[src/qdrpm_pkg.sv]
// shared types and constants for the quadrature decoder and rpm meter
`default_nettype none

package qdrpm_pkg;

  typedef enum logic [1:0] {
    KIND_TICK    = 2'd0,
    KIND_PHASE_A = 2'd1,
    KIND_PHASE_B = 2'd2,
    KIND_CLEAR   = 2'd3
  } kind_t;

  localparam int CFG_IDX_W = 2;
  localparam logic [CFG_IDX_W-1:0] CFG_COUNTS_PER_REV = 2'd0;
  localparam logic [CFG_IDX_W-1:0] CFG_SAMPLE_INTERVAL = 2'd1;

  localparam logic [15:0] CPR_RESET      = 16'd4096;
  localparam logic [15:0] INTERVAL_RESET = 16'd100;
  localparam logic [15:0] MS_PER_MINUTE  = 16'd60000;
  localparam logic [15:0] RPM_MAX        = 16'hFFFF;
  localparam logic [15:0] ELAPSED_MAX    = 16'hFFFF;

  localparam int POS_W = 32;
  localparam int MAG_W = 32;
  localparam int NUM_W = MAG_W + 16;
  localparam int DEN_W = 32;

  localparam int QDEPTH = 4;
  localparam int QPTR_W = 2;

  typedef struct packed {
    logic signed [POS_W-1:0] pos;
    logic                    sample;
    logic [MAG_W-1:0]        mag;
    logic [15:0]             elapsed;
  } entry_t;

endpackage

`default_nettype wire

[src/qdrpm_front.sv]
// front end: decodes items, keeps the edge count and the millisecond counter
`default_nettype none

module qdrpm_front
  import qdrpm_pkg::*;
#(
  parameter int COUNT_WIDTH = 32
) (
  input  wire logic        clk,
  input  wire logic        rst_n,
  input  wire logic        push,
  input  wire logic [1:0]  kind,
  input  wire logic        level_a,
  input  wire logic        level_b,
  input  wire logic [15:0] sample_interval_ms,
  output entry_t           entry
);

  localparam logic signed [COUNT_WIDTH-1:0] LIM = {1'b0, {(COUNT_WIDTH-1){1'b1}}};
  localparam logic signed [COUNT_WIDTH-1:0] NEG_LIM =
    {1'b1, {(COUNT_WIDTH-2){1'b0}}, 1'b1};

  logic signed [COUNT_WIDTH-1:0] count_r, count_nxt;
  logic [15:0]                   elapsed_r, elapsed_nxt;
  logic [15:0]                   elapsed_inc;
  logic                          up;
  logic                          sample;
  logic [COUNT_WIDTH-1:0]        mag;

  assign elapsed_inc = (elapsed_r == ELAPSED_MAX) ? elapsed_r : elapsed_r + 16'd1;
  assign mag = count_r[COUNT_WIDTH-1] ? COUNT_WIDTH'(-count_r) : COUNT_WIDTH'(count_r);

  always_comb begin
    count_nxt   = count_r;
    elapsed_nxt = elapsed_r;
    sample      = 1'b0;
    up          = 1'b0;
    unique case (kind_t'(kind))
      KIND_TICK: begin
        elapsed_nxt = elapsed_inc;
        if (elapsed_inc >= sample_interval_ms) begin
          sample      = 1'b1;
          count_nxt   = '0;
          elapsed_nxt = '0;
        end
      end
      KIND_PHASE_A, KIND_PHASE_B: begin
        // a change on b counts opposite to a change on a
        up = (kind_t'(kind) == KIND_PHASE_A) ? (level_a != level_b) : (level_a == level_b);
        if (up) begin
          if (count_r != LIM) count_nxt = count_r + COUNT_WIDTH'(1);
        end else begin
          if (count_r != NEG_LIM) count_nxt = count_r - COUNT_WIDTH'(1);
        end
      end
      KIND_CLEAR: begin
        count_nxt = '0;
      end
      default: begin
        count_nxt = count_r;
      end
    endcase
  end

  always_comb begin
    entry.pos     = POS_W'(count_nxt);
    entry.sample  = sample;
    entry.mag     = MAG_W'(mag);
    entry.elapsed = elapsed_inc;
  end

  always_ff @(posedge clk) begin
    if (!rst_n) begin
      count_r   <= '0;
      elapsed_r <= '0;
    end else if (push) begin
      count_r   <= count_nxt;
      elapsed_r <= elapsed_nxt;
    end
  end

endmodule

`default_nettype wire

[src/qdrpm_fifo.sv]
// short queue of decoded items between front and back
`default_nettype none

module qdrpm_fifo
  import qdrpm_pkg::*;
(
  input  wire logic   clk,
  input  wire logic   rst_n,
  input  wire logic   push,
  input  wire entry_t wr_entry,
  input  wire logic   pop,
  output entry_t      rd_entry,
  output logic        full,
  output logic        empty
);

  entry_t              mem_r [QDEPTH];
  logic [QPTR_W-1:0]   wr_ptr_r, wr_ptr_nxt;
  logic [QPTR_W-1:0]   rd_ptr_r, rd_ptr_nxt;
  logic [QPTR_W:0]     fill_r, fill_nxt;

  assign full     = (fill_r == (QPTR_W+1)'(QDEPTH));
  assign empty    = (fill_r == '0);
  assign rd_entry = mem_r[rd_ptr_r];

  always_comb begin
    wr_ptr_nxt = push ? wr_ptr_r + QPTR_W'(1) : wr_ptr_r;
    rd_ptr_nxt = pop ? rd_ptr_r + QPTR_W'(1) : rd_ptr_r;
    fill_nxt   = fill_r + (QPTR_W+1)'(push) - (QPTR_W+1)'(pop);
  end

  always_ff @(posedge clk) begin
    if (push) mem_r[wr_ptr_r] <= wr_entry;
  end

  always_ff @(posedge clk) begin
    if (!rst_n) begin
      wr_ptr_r <= '0;
      rd_ptr_r <= '0;
      fill_r   <= '0;
    end else begin
      wr_ptr_r <= wr_ptr_nxt;
      rd_ptr_r <= rd_ptr_nxt;
      fill_r   <= fill_nxt;
    end
  end

endmodule

`default_nettype wire

[src/qdrpm_back.sv]
// back end: rpm division sequencer and result register
`default_nettype none

module qdrpm_back
  import qdrpm_pkg::*;
(
  input  wire logic               clk,
  input  wire logic               rst_n,
  input  wire logic               empty,
  input  wire entry_t             head,
  output logic                    pop,
  input  wire logic [15:0]        counts_per_rev,
  output logic                    out_valid,
  input  wire logic               out_stall,
  output logic signed [POS_W-1:0] out_position_count,
  output logic [15:0]             out_speed_rpm,
  output logic                    out_sample_taken
);

  typedef enum logic [4:0] {
    S_IDLE = 5'b00001,
    S_MUL  = 5'b00010,
    S_CHK  = 5'b00100,
    S_DIV  = 5'b01000,
    S_OUT  = 5'b10000
  } state_t;

  state_t                  state_r, state_nxt;
  logic [MAG_W-1:0]        mag_r, mag_nxt;
  logic [15:0]             el_r, el_nxt;
  logic [NUM_W-1:0]        num_r, num_nxt;
  logic [DEN_W-1:0]        den_r, den_nxt;
  logic [NUM_W-1:0]        rem_r, rem_nxt;
  logic [15:0]             quo_r, quo_nxt;
  logic [3:0]              bit_r, bit_nxt;
  logic [15:0]             rpm_r, rpm_nxt;
  logic                    out_valid_r, out_valid_nxt;
  logic signed [POS_W-1:0] out_pos_r, out_pos_nxt;
  logic [15:0]             out_rpm_r, out_rpm_nxt;
  logic                    out_sample_r, out_sample_nxt;
  logic                    out_free;
  logic [15:0]             cpr_eff;
  logic [NUM_W-1:0]        den_sh;

  assign out_free = !out_valid_r || !out_stall;
  assign cpr_eff  = (counts_per_rev == 16'd0) ? 16'd1 : counts_per_rev;
  assign den_sh   = NUM_W'(den_r) << bit_r;

  always_comb begin
    state_nxt      = state_r;
    mag_nxt        = mag_r;
    el_nxt         = el_r;
    num_nxt        = num_r;
    den_nxt        = den_r;
    rem_nxt        = rem_r;
    quo_nxt        = quo_r;
    bit_nxt        = bit_r;
    rpm_nxt        = rpm_r;
    out_pos_nxt    = out_pos_r;
    out_rpm_nxt    = out_rpm_r;
    out_sample_nxt = out_sample_r;
    out_valid_nxt  = out_valid_r && out_stall;
    pop            = 1'b0;
    unique case (state_r)
      S_IDLE: begin
        if (!empty && out_free) begin
          pop = 1'b1;
          if (head.sample) begin
            mag_nxt   = head.mag;
            el_nxt    = head.elapsed;
            state_nxt = S_MUL;
          end else begin
            out_valid_nxt  = 1'b1;
            out_pos_nxt    = head.pos;
            out_rpm_nxt    = rpm_r;
            out_sample_nxt = 1'b0;
          end
        end
      end
      S_MUL: begin
        num_nxt   = NUM_W'(mag_r) * NUM_W'(MS_PER_MINUTE);
        den_nxt   = DEN_W'(cpr_eff) * DEN_W'(el_r);
        state_nxt = S_CHK;
      end
      S_CHK: begin
        // quotient of 2^16 or more saturates
        if (num_r >= {den_r, 16'h0000}) begin
          quo_nxt   = RPM_MAX;
          state_nxt = S_OUT;
        end else begin
          rem_nxt   = num_r;
          quo_nxt   = '0;
          bit_nxt   = 4'd15;
          state_nxt = S_DIV;
        end
      end
      S_DIV: begin
        if (rem_r >= den_sh) begin
          rem_nxt        = rem_r - den_sh;
          quo_nxt[bit_r] = 1'b1;
        end
        if (bit_r == 4'd0) state_nxt = S_OUT;
        else bit_nxt = bit_r - 4'd1;
      end
      S_OUT: begin
        if (out_free) begin
          rpm_nxt        = quo_r;
          out_valid_nxt  = 1'b1;
          out_pos_nxt    = '0;
          out_rpm_nxt    = quo_r;
          out_sample_nxt = 1'b1;
          state_nxt      = S_IDLE;
        end
      end
      default: begin
        state_nxt = S_IDLE;
      end
    endcase
  end

  always_ff @(posedge clk) begin
    if (!rst_n) begin
      state_r     <= S_IDLE;
      rpm_r       <= '0;
      out_valid_r <= 1'b0;
    end else begin
      state_r     <= state_nxt;
      rpm_r       <= rpm_nxt;
      out_valid_r <= out_valid_nxt;
    end
  end

  always_ff @(posedge clk) begin
    mag_r        <= mag_nxt;
    el_r         <= el_nxt;
    num_r        <= num_nxt;
    den_r        <= den_nxt;
    rem_r        <= rem_nxt;
    quo_r        <= quo_nxt;
    bit_r        <= bit_nxt;
    out_pos_r    <= out_pos_nxt;
    out_rpm_r    <= out_rpm_nxt;
    out_sample_r <= out_sample_nxt;
  end

  assign out_valid          = out_valid_r;
  assign out_position_count = out_pos_r;
  assign out_speed_rpm      = out_rpm_r;
  assign out_sample_taken   = out_sample_r;

endmodule

`default_nettype wire

[src/quadrature_decoder_rpm_meter.sv]
// top level: 4x quadrature decoder with periodic rpm sampling
// count or clear items: queued, then moved to the output register when the back end is free
// a sample tick goes through the back end as multiply, range check and restoring
// division in the one-bit-per-cycle divider, then waits until the output is free
// throughput: 1 item per cycle while the 4-entry queue has room
// reset: synchronous active-low rst_n clears count, elapsed, rpm, queue and fsm
`default_nettype none

module quadrature_decoder_rpm_meter
  import qdrpm_pkg::*;
#(
  parameter int COUNT_WIDTH = 32
) (
  input  wire logic                 clk,
  input  wire logic                 rst_n,
  // item input
  input  wire logic                 in_valid,
  output logic                      in_stall,
  input  wire logic [1:0]           in_kind,
  input  wire logic                 in_level_a,
  input  wire logic                 in_level_b,
  // results
  output logic                      out_valid,
  input  wire logic                 out_stall,
  output logic signed [POS_W-1:0]   out_position_count,
  output logic [15:0]               out_speed_rpm,
  output logic                      out_sample_taken,
  // register writes
  input  wire logic                 cfg_valid,
  output logic                      cfg_ready,
  input  wire logic [CFG_IDX_W-1:0] cfg_index,
  input  wire logic [15:0]          cfg_data
);

  logic [15:0] cpr_r, cpr_nxt;
  logic [15:0] interval_r, interval_nxt;
  logic        push;
  logic        pop;
  logic        q_full;
  logic        q_empty;
  entry_t      wr_entry;
  entry_t      head;

  // registers are always writable; unknown indexes are dropped
  assign cfg_ready = 1'b1;

  always_comb begin
    cpr_nxt      = cpr_r;
    interval_nxt = interval_r;
    if (cfg_valid && cfg_ready) begin
      unique case (cfg_index)
        CFG_COUNTS_PER_REV:  cpr_nxt = cfg_data;
        CFG_SAMPLE_INTERVAL: interval_nxt = cfg_data;
        default: begin
          cpr_nxt = cpr_r;
        end
      endcase
    end
  end

  always_ff @(posedge clk) begin
    if (!rst_n) begin
      cpr_r      <= CPR_RESET;
      interval_r <= INTERVAL_RESET;
    end else begin
      cpr_r      <= cpr_nxt;
      interval_r <= interval_nxt;
    end
  end

  // front stalls only when the queue is full
  assign in_stall = q_full;
  assign push     = in_valid && !in_stall;

  // front end: counting and sample-window decisions, one item per cycle while the queue has room
  qdrpm_front #(
    .COUNT_WIDTH(COUNT_WIDTH)
  ) u_front (
    .clk                (clk),
    .rst_n              (rst_n),
    .push               (push),
    .kind               (in_kind),
    .level_a            (in_level_a),
    .level_b            (in_level_b),
    .sample_interval_ms (interval_r),
    .entry              (wr_entry)
  );

  // queue decouples counting from the slow division
  qdrpm_fifo u_fifo (
    .clk      (clk),
    .rst_n    (rst_n),
    .push     (push),
    .wr_entry (wr_entry),
    .pop      (pop),
    .rd_entry (head),
    .full     (q_full),
    .empty    (q_empty)
  );

  // back end: rpm division and in-order result delivery
  qdrpm_back u_back (
    .clk                (clk),
    .rst_n              (rst_n),
    .empty              (q_empty),
    .head               (head),
    .pop                (pop),
    .counts_per_rev     (cpr_r),
    .out_valid          (out_valid),
    .out_stall          (out_stall),
    .out_position_count (out_position_count),
    .out_speed_rpm      (out_speed_rpm),
    .out_sample_taken   (out_sample_taken)
  );

endmodule

`default_nettype wire

[config.mk]
export PLATFORM = sky130hd
export DESIGN_NAME = quadrature_decoder_rpm_meter
export DESIGN_NICKNAME = d
export VERILOG_FILES = /design/src/qdrpm_pkg.sv /design/src/qdrpm_front.sv /design/src/qdrpm_fifo.sv /design/src/qdrpm_back.sv /design/src/quadrature_decoder_rpm_meter.sv
export SDC_FILE = /design/constraint.sdc
export NUM_CORES = 2
export LEC_CHECK = 0
export BUFFER_PORTS_ARGS = -buffer_cell sky130_fd_sc_hd__buf_2
export CAP_MARGIN = 0
export CELL_PAD_IN_SITES_DETAIL_PLACEMENT = 1
export CELL_PAD_IN_SITES_GLOBAL_PLACEMENT = 2
export CORE_UTILIZATION = 44
export DETAILED_ROUTE_END_ITERATION = 7
export HOLD_SLACK_MARGIN = 0.15
export PLACE_DENSITY_LB_ADDON = 0.1
export SETUP_SLACK_MARGIN = 0.15
export SLEW_MARGIN = 40
export SYNTH_ARGS = -nofsm -noshare
export SYNTH_HDL_FRONTEND = slang
export SYNTH_SLANG_ARGS = --single-unit
[constraint.sdc]
create_clock -name clk -period 7.4 [get_ports clk]
set_clock_uncertainty 0.2 [all_clocks]
set_input_delay 1.48 -clock clk [delete_from_list [all_inputs] [get_ports clk]]
set_output_delay 1.48 -clock clk [all_outputs]
set_load 0.01 [all_outputs]
==> results.md <==
* Hold EP: u_back.rpm_r[13]$_SDFFE_PN0P_
* CTS tree: done
* Crit-path cells: nor4_1 > a41oi_2 > buf_12 > nand2b_1 > fa_1 > fa_1 > inv_1 > fa_1 > fa_1 > fa_1 > inv_1 > fa_1 > inv_1 > ha_1 > a21o_1 > a21oi_1 > o21ai_0 > or3_1 > a31oi_1 > nor4_1 > a2111oi_2 > o21ai_0 > xor2_1
* Hold Path Depth at 2
* Via count of the routed design at 31600
* Avg Cell Area, Syn at 11.3 µm²
* Port bufs at 77
* Least-Margin Pin Slew at approximately 0.95 ns
* Final wirelength at 128000 µm
* Post-DP HPWL at 95600 µm
* Crit-path slowest cell: fa_1
* Data arrival, critical path at about 7.1 ns
* Final TNS setup at 0 ns
* Max Buffers Root-to-Sink at 3
* Total Die Area at 108000 µm²
* Pre-CTS WS at 0.395 ns
* First DRT Iteration DRCs at 1829
* Cells after synthesis at 4179
* Dpl cell area at 49100 µm²
* Root buffer cell: clkbuf_16
* Fin nets at 4901
* Final worst path period need at 6.89 ns
* Insertion delay to the later sink of the worst-skew pair at 0.67 ns
* Vias in the first global route at 33800
* Critical path startpoint category: flip-flop
* Number of enable flip-flop cells after synthesis at ~560
* Area of the multi-input gates at 25800 µm²
* Hold WC Path Type: flip-flop to flip-flop
* FF-to-FF End: u_back.den_r[30]$_DFFE_PP_
* Clock-pin slew on the worst setup and hold paths at ~0.060 ns
* Max cap viols at 0
* Hold Vio Cnt, Final at 0
* Failing checks: design-rule violations
* Sinks on the clock net at 675
* Cell family with most CP delay: adder cells
* Worst path depth at 23
* Highest Clock Rate at 0.145 GHz
* Top cells by area, synth: edfxtp_1, fa_1, ha_1, dfxtp_1, mux4_2
* Most used cell, CP: fa_1
* Global-route wire length before repair at 201000 µm
* Total gr overflow at 0
* Cell variety after synth at 91
* Post-DRT Antenna Nets at 0
* Status: complete, but fails checks
* Reg area at 19200 µm²
* FF-to-FF path depth at 23
* Share of the synthesized area in the top cell type at 35.9%
* I/O pin count at 79
* Initial antenna violation count at 8
* Total GRT Usage at 24.1%
* Share of layout cells above drive strength 1 at approximately 11%
* Filler instances at 11200
* Routability Congestion at 0.862
* Detailed Routing Iterations Pass 1 at 7
* Cell Area, Synth at 47100 µm²
* Post-synth top flop: edfxtp_1
* Htree depth at 3
* Hold wc startpoint: u_back.rpm_r[13]$_SDFFE_PN0P_
* Synth area leader: edfxtp_1
* Most common cell in the netlist: edfxtp_1
* Reg-to-reg setup timing slack at 0.51 ns
* Total core area at approximately 110000 µm²
* Crit. End Element: flip-flop
* Critical-path maximum fanout at 16
* FF-to-FF Start: cpr_r[15]$_SDFFE_PN0P_
* Drt via density at 5.58
* Warnings from Yosys at 0
* Max stage delay on crit path at between 0.5 and 0.6 ns
* Critical path class: flip-flop to flip-flop
* Final period util at roughly 93%
* Buf+Inv Stages, Crit Path at 4
* # DRC at 3
* Max-slew headroom at 36.0%
* Max Transition Viols Final at 0
* Final Cell Area at 52000 µm²
* Chip width at 329 µm
* Register bit total from synthesis at 675
* Num rows at around 120
* Async set or reset register ratio after synthesis at 0%
* Syn nets at around 4900
* Wirelength per Cell at 22.6 µm
* Seq/Total Area, Yosys at 40.7%
* Leading cell types by count after synthesis: edfxtp_1, nand2_1, inv_1
* Worst EP required at roughly 7.6 ns
* Number of setup violations in the final report at 0
* CTS Hold Bufs at 0
* Area grow syn2layout at 10.4%
* Worst setup margin at 0.512 ns
* Total CTS buffers at 79
* Die Span Y at between 300 and 400 µm
* Initial core utilization at between 40 and 50%
* RSZ-0062 raised after global routing: false
* Final hold slack at 0.254 ns
* Largest net degree at the start of global routing at 84
==> stage by stage <==
stage                     instances  util [%]
after global placement         5510      46.3
after floorplan                4179         -
after CTS                      5664      49.1
after detailed placement       5516      46.5
final                          5672      49.2
after global routing           5670      49.2
==> tightest hold or removal path: stages, from the launching register on <==
cell     delay [ns]
dfxtp_1        0.30
nand2_1        0.05
a21oi_1        0.05
==> state kept, by name, summed over array words and instances, names as in the netlist, 3 cells and up, named ones only <==
name,flops
u_back.quo_r,16
u_front.elapsed_r,16
u_back.out_position_count,32
u_back.rem_r,48
u_back.num_r,43
interval_r,16
cpr_r,16
u_back.den_r,32
u_back.state_r,5
u_back.mag_r,32
u_front.count_r,32
u_back.bit_r,4
u_fifo.fill_r,3
u_back.rpm_r,16
u_fifo.mem_r,324
u_back.out_speed_rpm,16
u_back.el_r,16
==> layout by cell type, fill, tap and decap left out, types with 77 or more instances in the layout <==
cell type / count
xnor2_1: 110
dfxtp_1: 109
and2_1: 133
clkbuf_16: 79
ha_1: 325
mux4_2: 98
fa_1: 337
edfxtp_1: 564
a21oi_1: 233
o21ai_0: 178
buf_2: 77
nand2_1: 473
a21o_1: 86
inv_1: 385
nor2_1: 167
==> worst max path at each step <==
stage | from | end | slack [ns]
after global placement | u_back.el_r[1]$_DFFE_PP_ | u_back.den_r[31]$_DFFE_PP_ | 0.51
after floorplan | cpr_r[8]$_SDFFE_PN0P_ | u_back.den_r[30]$_DFFE_PP_ | 0.66
final | cpr_r[15]$_SDFFE_PN0P_ | u_back.den_r[30]$_DFFE_PP_ | 0.51
after global routing | cpr_r[15]$_SDFFE_PN0P_ | u_back.den_r[30]$_DFFE_PP_ | 0.11
after CTS | u_back.el_r[1]$_DFFE_PP_ | u_back.den_r[31]$_DFFE_PP_ | 0.37
after detailed placement | cpr_r[3]$_SDFFE_PN0P_ | u_back.den_r[31]$_DFFE_PP_ | 0.40
==> timing repair <==
| item | 4_1_cts | 5_1_grt |
|---|---|---|
| resized for setup | 0 | 5 |
| buffers inserted | 0 | 5 |
| setup endpoints to repair | 0 | 4 |
==> metal layers <==
metal,global-route usage (%),up-vias,wire (µm)
met5,0,-,0
met4,6.15,0,2640
met3,2.50,133,4240
met2,40.2,487,61800
met1,33.5,16200,59500
li1,-,14800,-
==> cells by family (layout without fill, tap and decap cells) <==
kind of cell,count (synthesis),count (layout),share of synthesized area (%)
other,1,3,0.00796
muxes,161,161,6.11
AOI/OAI and AO/OA,774,774,10.4
adders and majority gates,662,662,22.9
buffers and inverters,583,683,4.78
and+or+nand+nor,1160,1160,12.0
xor gates and xnor gates,163,163,3.03
DFF,675,675,40.7
==> layout make-up <==
type | instances | area share, %
diodes | 2 | 0.00962
clock buffers | 89 | 3.95
clock inverters | 59 | 1.46
inverters | 387 | 2.79
multi-input cells | 2921 | 49.6
flip-flops and latches | 675 | 36.8
well taps | 1391 | 3.35
repair buffers | 148 | 1.98
Power is left out: the tool's default activity adds up to more than one toggle a clock period on the data nets, which glitch-free logic cannot reach.
